===== config.mk =====
export PLATFORM = sky130hd
export DESIGN_NAME = smrt_front
export DESIGN_NICKNAME = d
export VERILOG_FILES = /design/src/sv/smrt_pkg.sv /design/src/sv/smrt_front.sv
export SDC_FILE = /design/constraint.sdc
export NUM_CORES = 1
export LEC_CHECK = 0
export ABC_AREA = 1
export BUFFER_PORTS_ARGS = -buffer_cell sky130_fd_sc_hd__buf_2
export CORE_UTILIZATION = 49
export DETAILED_ROUTE_END_ITERATION = 7
export PLACE_DENSITY = 0.75
export SYNTH_ARGS = -nofsm -noshare
export SYNTH_HDL_FRONTEND = slang
export SYNTH_SLANG_ARGS = --single-unit

===== constraint.sdc =====
create_clock -name clk -period 6 [get_ports clk]
set_input_delay 0.6 -clock clk [delete_from_list [all_inputs] [get_ports clk]]
set_output_delay 0.6 -clock clk [all_outputs]
set_load 0.005 [all_outputs]

===== src/sv/smrt_pkg.sv =====
// package: shared types, codes and defaults for the segment merge block
`timescale 1ns / 1ps
package smrt_pkg;

  localparam int STORE_DEPTH_DEF = 1024;
  localparam int MAX_LEAVES_DEF  = 32;
  localparam int KEY_BITS_DEF    = 32;
  localparam int ROW_BITS        = 10;
  localparam int RANGE_BITS      = 11;

  localparam logic [2:0] OP_WR_ELEM = 3'd0;
  localparam logic [2:0] OP_RD_ELEM = 3'd1;
  localparam logic [2:0] OP_WR_SEG  = 3'd2;
  localparam logic [2:0] OP_RD_SEG  = 3'd3;
  localparam logic [2:0] OP_MERGE   = 3'd4;

  typedef enum logic [2:0] {
    K_WR_ELEM,
    K_RD_ELEM,
    K_WR_SEG,
    K_RD_SEG,
    K_MERGE,
    K_REJECT
  } kind_t;

  typedef struct packed {
    kind_t        kind;
    logic [9:0]   pos;
    logic [31:0]  key;
    logic [9:0]   row;
    logic [6:0]   sa;
    logic [6:0]   sb;
    logic [10:0]  rf;
    logic [10:0]  rl;
  } cmd_t;

  typedef struct packed {
    logic         status;
    logic [10:0]  limit;
    logic [10:0]  first;
    logic [9:0]   row;
    logic [31:0]  key;
  } res_t;

  typedef enum logic [4:0] {
    S_IDLE,
    S_ISSUE,
    S_MA,
    S_MB,
    S_CHECK,
    S_LD_L,
    S_LD_R,
    S_CAPR,
    S_CAPL,
    S_STEP,
    S_SH_RD,
    S_SH_WR,
    S_SW_RD,
    S_SW_WR,
    S_CP_RD,
    S_CP_WR,
    S_FIN_L,
    S_FIN_R,
    S_DONE
  } st_t;

endpackage


===== src/sv/smrt_front.sv =====
// front end: decodes and checks operations, holds them in a two entry queue
`timescale 1ns / 1ps
module smrt_front #(
  parameter int STORE_DEPTH = smrt_pkg::STORE_DEPTH_DEF,
  parameter int MAX_LEAVES  = smrt_pkg::MAX_LEAVES_DEF
) (
  input  logic           clk,
  input  logic           rst_n,
  input  logic           in_vld,
  output logic           in_rdy,
  input  logic [2:0]     in_op,
  input  smrt_pkg::cmd_t in_cmd,
  output logic           q_vld,
  output smrt_pkg::cmd_t q_cmd,
  input  logic           q_pop
);
  import smrt_pkg::*;

  localparam int SEG_COUNT = 2 * MAX_LEAVES + 1;

  cmd_t        q_r [2];
  logic        wp_r, wp_nxt, rp_r, rp_nxt;
  logic [1:0]  cnt_r, cnt_nxt;
  cmd_t        cls;
  logic        push;
  logic        pos_ok, sa_ok, sb_ok;

  assign pos_ok = 32'(in_cmd.pos) < 32'(STORE_DEPTH);
  assign sa_ok  = 32'(in_cmd.sa) < 32'(SEG_COUNT);
  assign sb_ok  = 32'(in_cmd.sb) < 32'(SEG_COUNT);

  always_comb begin
    cls = in_cmd;
    unique case (in_op)
      OP_WR_ELEM: cls.kind = pos_ok ? K_WR_ELEM : K_REJECT;
      OP_RD_ELEM: cls.kind = pos_ok ? K_RD_ELEM : K_REJECT;
      OP_WR_SEG:  cls.kind = sa_ok ? K_WR_SEG : K_REJECT;
      OP_RD_SEG:  cls.kind = sa_ok ? K_RD_SEG : K_REJECT;
      OP_MERGE:   cls.kind = (sa_ok && sb_ok) ? K_MERGE : K_REJECT;
      default:    cls.kind = K_REJECT;
    endcase
  end

  assign in_rdy = cnt_r != 2'd2;
  assign push   = in_vld && in_rdy;
  assign q_vld  = cnt_r != 2'd0;
  assign q_cmd  = q_r[rp_r];

  always_comb begin
    wp_nxt  = push ? ~wp_r : wp_r;
    rp_nxt  = q_pop ? ~rp_r : rp_r;
    cnt_nxt = cnt_r + 2'(push) - 2'(q_pop);
  end

  always_ff @(posedge clk) begin
    if (!rst_n) begin
      wp_r  <= 1'b0;
      rp_r  <= 1'b0;
      cnt_r <= 2'd0;
    end else begin
      wp_r  <= wp_nxt;
      rp_r  <= rp_nxt;
      cnt_r <= cnt_nxt;
    end
  end

  always_ff @(posedge clk) begin
    if (push) begin
      q_r[wp_r] <= cls;
    end
  end
endmodule


==> impl_metrics.prom <==
# TYPE chip_impl_metric gauge
chip_impl_info{name="status",value="finished clean"} 1
chip_impl_info{name="critical_path.reg2reg.endpoint",value="q_r[1][30]"} 1
chip_impl_metric{name="wire_per_inst",unit="um"} 17.0
chip_impl_metric{name="postLayoutCoreUtil",unit="%"} 61.3
chip_impl_metric{name="irDropWorstVdd",unit="mV"} 0.198
chip_impl_metric{name="gr-usage-all-layers",unit="%"} 16.6
chip_impl_metric{name="grt_max_degree",unit=""} 61
chip_impl_metric{name="drt_iter0_markers",unit=""} 169
chip_impl_metric{name="final_antenna_net_count",unit=""} 0
chip_impl_metric{name="dr.pass1.iters",unit=""} 6
chip_impl_metric{name="finalNetCount",unit=""} 629
chip_impl_metric{name="cap_violations",unit=""} 0
chip_impl_info{name="cp-end-kind",value="primary output"} 1
chip_impl_metric{name="cts_repair_resize_count",unit=""} 0
chip_impl_metric{name="fmax",unit="GHz"} 0.304
chip_impl_metric{name="worst-path-max-fanout",unit=""} 60
chip_impl_metric{name="grt_pass1_vias",unit=""} 3787
chip_impl_metric{name="combPwrFrac",unit="%"} 13.1
chip_impl_metric{name="antenna_violations_before_repair",unit=""} 0
chip_impl_metric{name="dieArea",unit="mm^2"} 0.0154
chip_impl_metric{name="cts_hold_repair.buffers",unit=""} 0
chip_impl_metric{name="dieHeight",unit="um"} 124
chip_impl_metric{name="met2_usage",unit="%"} 28.5
chip_impl_metric{name="setup_violations_final",unit=""} 0
chip_impl_metric{name="h-tree-depth",unit=""} 4
chip_impl_metric{name="via_count",unit=""} 3598
chip_impl_metric{name="route.detailed.drc",unit=""} 0
chip_impl_metric{name="p_int",unit="mW"} 2.46
chip_impl_metric{name="core.rowCount",unit=""} 44
chip_impl_metric{name="cts.sinks",unit=""} 187
chip_impl_metric{name="worst_setup_hold_path_clk_slew",unit="ns"} 0.06
chip_impl_metric{name="core",unit="mm^2"} 0.0145
chip_impl_metric{name="synth_top_cell_area_share",unit="%"} 74.7
chip_impl_metric{name="grt_overflow_total",unit=""} 0
chip_impl_metric{name="grt_pass1_wl",unit="um"} 19300
chip_impl_metric{name="grt_util_met3",unit="%"} 5.17
chip_impl_info{name="min-delay-start",value="in_cmd[6]"} 1
chip_impl_metric{name="maximum_root_to_sink_buffer_count",unit=""} 2
chip_impl_metric{name="clkLatencyLatePin",unit="ns"} 0.41
chip_impl_info{name="clk_root_buffer_cell",value="sky130_fd_sc_hd__clkbuf_16"} 1
chip_impl_metric{name="floorplan.die.width",unit="um"} 124
chip_impl_info{name="type_of_the_worst_setup_path",value="reg -> out"} 1
chip_impl_metric{name="pin_count",unit=""} 191
chip_impl_metric{name="ratio_of_cells_with_drive_above_1_in_the_final_layout",unit="%"} 57.4
chip_impl_metric{name="holdPathStages",unit=""} 1
chip_impl_metric{name="timing_hold_violations_final",unit=""} 0
chip_impl_metric{name="proportion_of_synthesized_chip_area_in_sequential_cells",unit="%"} 76.1
chip_impl_metric{name="synth_seq_cells",unit=""} 187
chip_impl_metric{name="leakage_power",unit="nW"} 3.57
chip_impl_metric{name="dp_hpwl",unit="um"} 8190
chip_impl_metric{name="timing.setup.tns",unit="ns"} 0
chip_impl_metric{name="final_cycle_utilization_of_the_critical_path",unit="%"} 54.9
chip_impl_metric{name="critPathArrivalTime",unit="ns"} 2.69
chip_impl_metric{name="netSwitchingPower",unit="uW"} 681
chip_impl_metric{name="synthCells",unit=""} 330
chip_impl_metric{name="effective_utilization_at_floorplan",unit="%"} 50.3
chip_impl_metric{name="synth_cell_type_count",unit=""} 16
chip_impl_metric{name="critPathMaxStageDelay",unit="ns"} 1.08
chip_impl_metric{name="reg2regPathDepth",unit=""} 5
chip_impl_info{name="cp_cell_sequence",value="buf_4 -> mux2_2 -> buf_2"} 1
chip_impl_info{name="start_kind",value="register"} 1
chip_impl_metric{name="areaGrowthSynthToFinish",unit="%"} 21.8
chip_impl_info{name="cell_types_with_the_largest_area_share_after_synthesis",value="sky130_fd_sc_hd__edfxtp_1 (75%), sky130_fd_sc_hd__mux2_4 (18%), sky130_fd_sc_hd__buf_12 (2.5%), sky130_fd_sc_hd__dfxtp_1 (1.4%), sky130_fd_sc_hd__nor2_1 (0.56%)"} 1
chip_impl_metric{name="tritoncts.num_buffers",unit=""} 17
chip_impl_metric{name="power.share.clock",unit="%"} 34.8
chip_impl_metric{name="max-slew-margin-rel",unit="%"} 19.0
chip_impl_metric{name="p_seq_share",unit="%"} 52.0
chip_impl_metric{name="swShare",unit="%"} 21.7
chip_impl_metric{name="viasPerCell",unit=""} 4.96
chip_impl_metric{name="synth_warnings",unit=""} 0
chip_impl_metric{name="synth_area_per_cell",unit="um^2"} 22.2
chip_impl_metric{name="maxSlewViolCount",unit=""} 0
chip_impl_metric{name="worst_pin_slew",unit="ns"} 1.21
chip_impl_metric{name="insertedDiodeCount",unit=""} 0
chip_impl_info{name="min_to",value="q_r[1][6]"} 1
chip_impl_metric{name="postSynthNetCount",unit=""} 430
chip_impl_info{name="r2r_start",value="cnt_r[0]"} 1
chip_impl_metric{name="routabilityCongestion",unit=""} 0.734
chip_impl_info{name="globalRoute.busiestLayer",value="met2"} 1
chip_impl_metric{name="routed_wirelength",unit="um"} 12300
chip_impl_metric{name="fin_hold_ws",unit="ns"} 0.369
chip_impl_metric{name="postCtsSetupRepairBufs",unit=""} 0
chip_impl_metric{name="placement.io_buffers",unit=""} 187
chip_impl_info{name="worst_path_max_delay_cell",value="sky130_fd_sc_hd__dfxtp_4"} 1
chip_impl_metric{name="p_per_cell_area",unit="mW/mm^2"} 352
chip_impl_info{name="worst_path_dominant_cell_family",value="flip-flops"} 1
chip_impl_metric{name="clock_skew",unit="ns"} 0.00506
chip_impl_metric{name="final.min_clock_period",unit="ns"} 3.29
chip_impl_info{name="synth_area_leader_cell",value="sky130_fd_sc_hd__edfxtp_1"} 1
chip_impl_metric{name="worst_ep_required_time",unit="ns"} 5.40
chip_impl_metric{name="cp.buffers_inverters",unit=""} 2
chip_impl_metric{name="reg2reg_setup_slack",unit="ns"} 3.21
chip_impl_metric{name="global_routing_usage_on_met1",unit="%"} 18.8
chip_impl_metric{name="syn-cell-area",unit="mm^2"} 0.00732
chip_impl_info{name="setup_repair_after_global_routing_missed_its_margin",value="false"} 1
chip_impl_info{name="min_path_type",value="in -> reg"} 1
chip_impl_info{name="tritoncts",value="yes"} 1
[routing by layer]
layer / share of wire (%) / routed length [um]
met2: 52 / 6430
met4: 1.7 / 207
met3: 6.8 / 835
met1: 39 / 4850
met5: 0 / 0
[worst max path at each step]
stage                     cells past startpoint  startpoint  slack, ns         end
after global placement                        4      in_vld       3.07  q_r[1][26]
final                                         3    register       2.71   q_cmd[90]
after global routing                          3    register       2.50   q_cmd[90]
after CTS                                     3    register       2.60   q_cmd[90]
after detailed placement                      4      in_vld       2.94  q_r[1][23]
after floorplan                               2      in_vld       0.95   q_r[1][0]
[cell type report]
cell class / instances / area [um^2]
fill: 1111 / 5620
sequential: 187 / 5570
multi-input combinational: 124 / 1540
timing repair buffer: 190 / 958
clock buffer: 18 / 429
tap: 184 / 230
clock inverter: 14 / 151
inverter: 9 / 33.8
[Yosys cell counts]
master / number
sky130_fd_sc_hd__edfxtp_1: 182
sky130_fd_sc_hd__mux2_4: 90
sky130_fd_sc_hd__nor2_1: 11
sky130_fd_sc_hd__buf_12: 9
sky130_fd_sc_hd__inv_1: 9
sky130_fd_sc_hd__nand2_1: 9
sky130_fd_sc_hd__dfxtp_1: 5
sky130_fd_sc_hd__nand3_1: 4
sky130_fd_sc_hd__a21oi_1: 2
sky130_fd_sc_hd__ha_1: 2
sky130_fd_sc_hd__xnor2_1: 2
sky130_fd_sc_hd__buf_6: 1
sky130_fd_sc_hd__mux2_2: 1
sky130_fd_sc_hd__nor3_1: 1
sky130_fd_sc_hd__o21ai_0: 1
sky130_fd_sc_hd__or2_2: 1
[power by group through the flow]
stage | clock network, mW | logic [mW] | registers (mW)
6_report | 1.09 | 0.412 | 1.63
5_1_grt | 1.17 | 0.447 | 1.64
4_1_cts | 1.12 | 0.421 | 1.64
3_5_place_dp | 0 | 0.419 | 1.66
3_3_place_gp | 0 | 0.406 | 1.65
2_1_floorplan | 0 | 0.283 | 1.65
[kinds of logic after synthesis]
family / count (synthesis) / synth area share, %
buffers and inverters: 19 / 3.08
and+or+nand+nor: 26 / 1.45
AOI/OAI and AO/OA: 3 / 0.205
DFF: 187 / 76.1
adders and majority gates: 2 / 0.342
muxes: 91 / 18.6
xor gates and xnor gates: 2 / 0.239
[state kept, by name, indices dropped and copies added, names as in the netlist, named ones only]
name	flops
cnt_r	2
rp_r	1
q_r	182
wp_r	1
[cells in the final DEF (no fill, tap or decap), types with 2 or more instances in the layout]
cell type / instances
sky130_fd_sc_hd__nor2_4: 2
sky130_fd_sc_hd__clkbuf_16: 17
sky130_fd_sc_hd__nand2_1: 9
sky130_fd_sc_hd__buf_2: 187
sky130_fd_sc_hd__edfxtp_1: 182
sky130_fd_sc_hd__ha_1: 2
sky130_fd_sc_hd__nand3_1: 4
sky130_fd_sc_hd__dfxtp_1: 4
sky130_fd_sc_hd__clkinvlp_4: 2
sky130_fd_sc_hd__a21oi_1: 2
sky130_fd_sc_hd__clkinv_2: 2
sky130_fd_sc_hd__inv_1: 9
sky130_fd_sc_hd__inv_6: 2
sky130_fd_sc_hd__xnor2_1: 2
sky130_fd_sc_hd__buf_4: 3
sky130_fd_sc_hd__mux2_4: 90
sky130_fd_sc_hd__nor2_1: 9
sky130_fd_sc_hd__bufinv_16: 3
sky130_fd_sc_hd__clkinv_1: 5
[stage by stage]
stage	cells	cell area, um^2	setup slack (ns)	total power, mW
3_5_place_dp	694	8330	2.94	2.08
4_1_cts	726	8910	2.60	3.18
2_1_floorplan	330	7320	0.952	1.93
5_1_grt	726	8910	2.50	3.27
3_3_place_gp	694	8330	3.07	2.06
6_report	726	8910	2.71	3.14
Note: power is estimated with default switching activity, not from simulation.
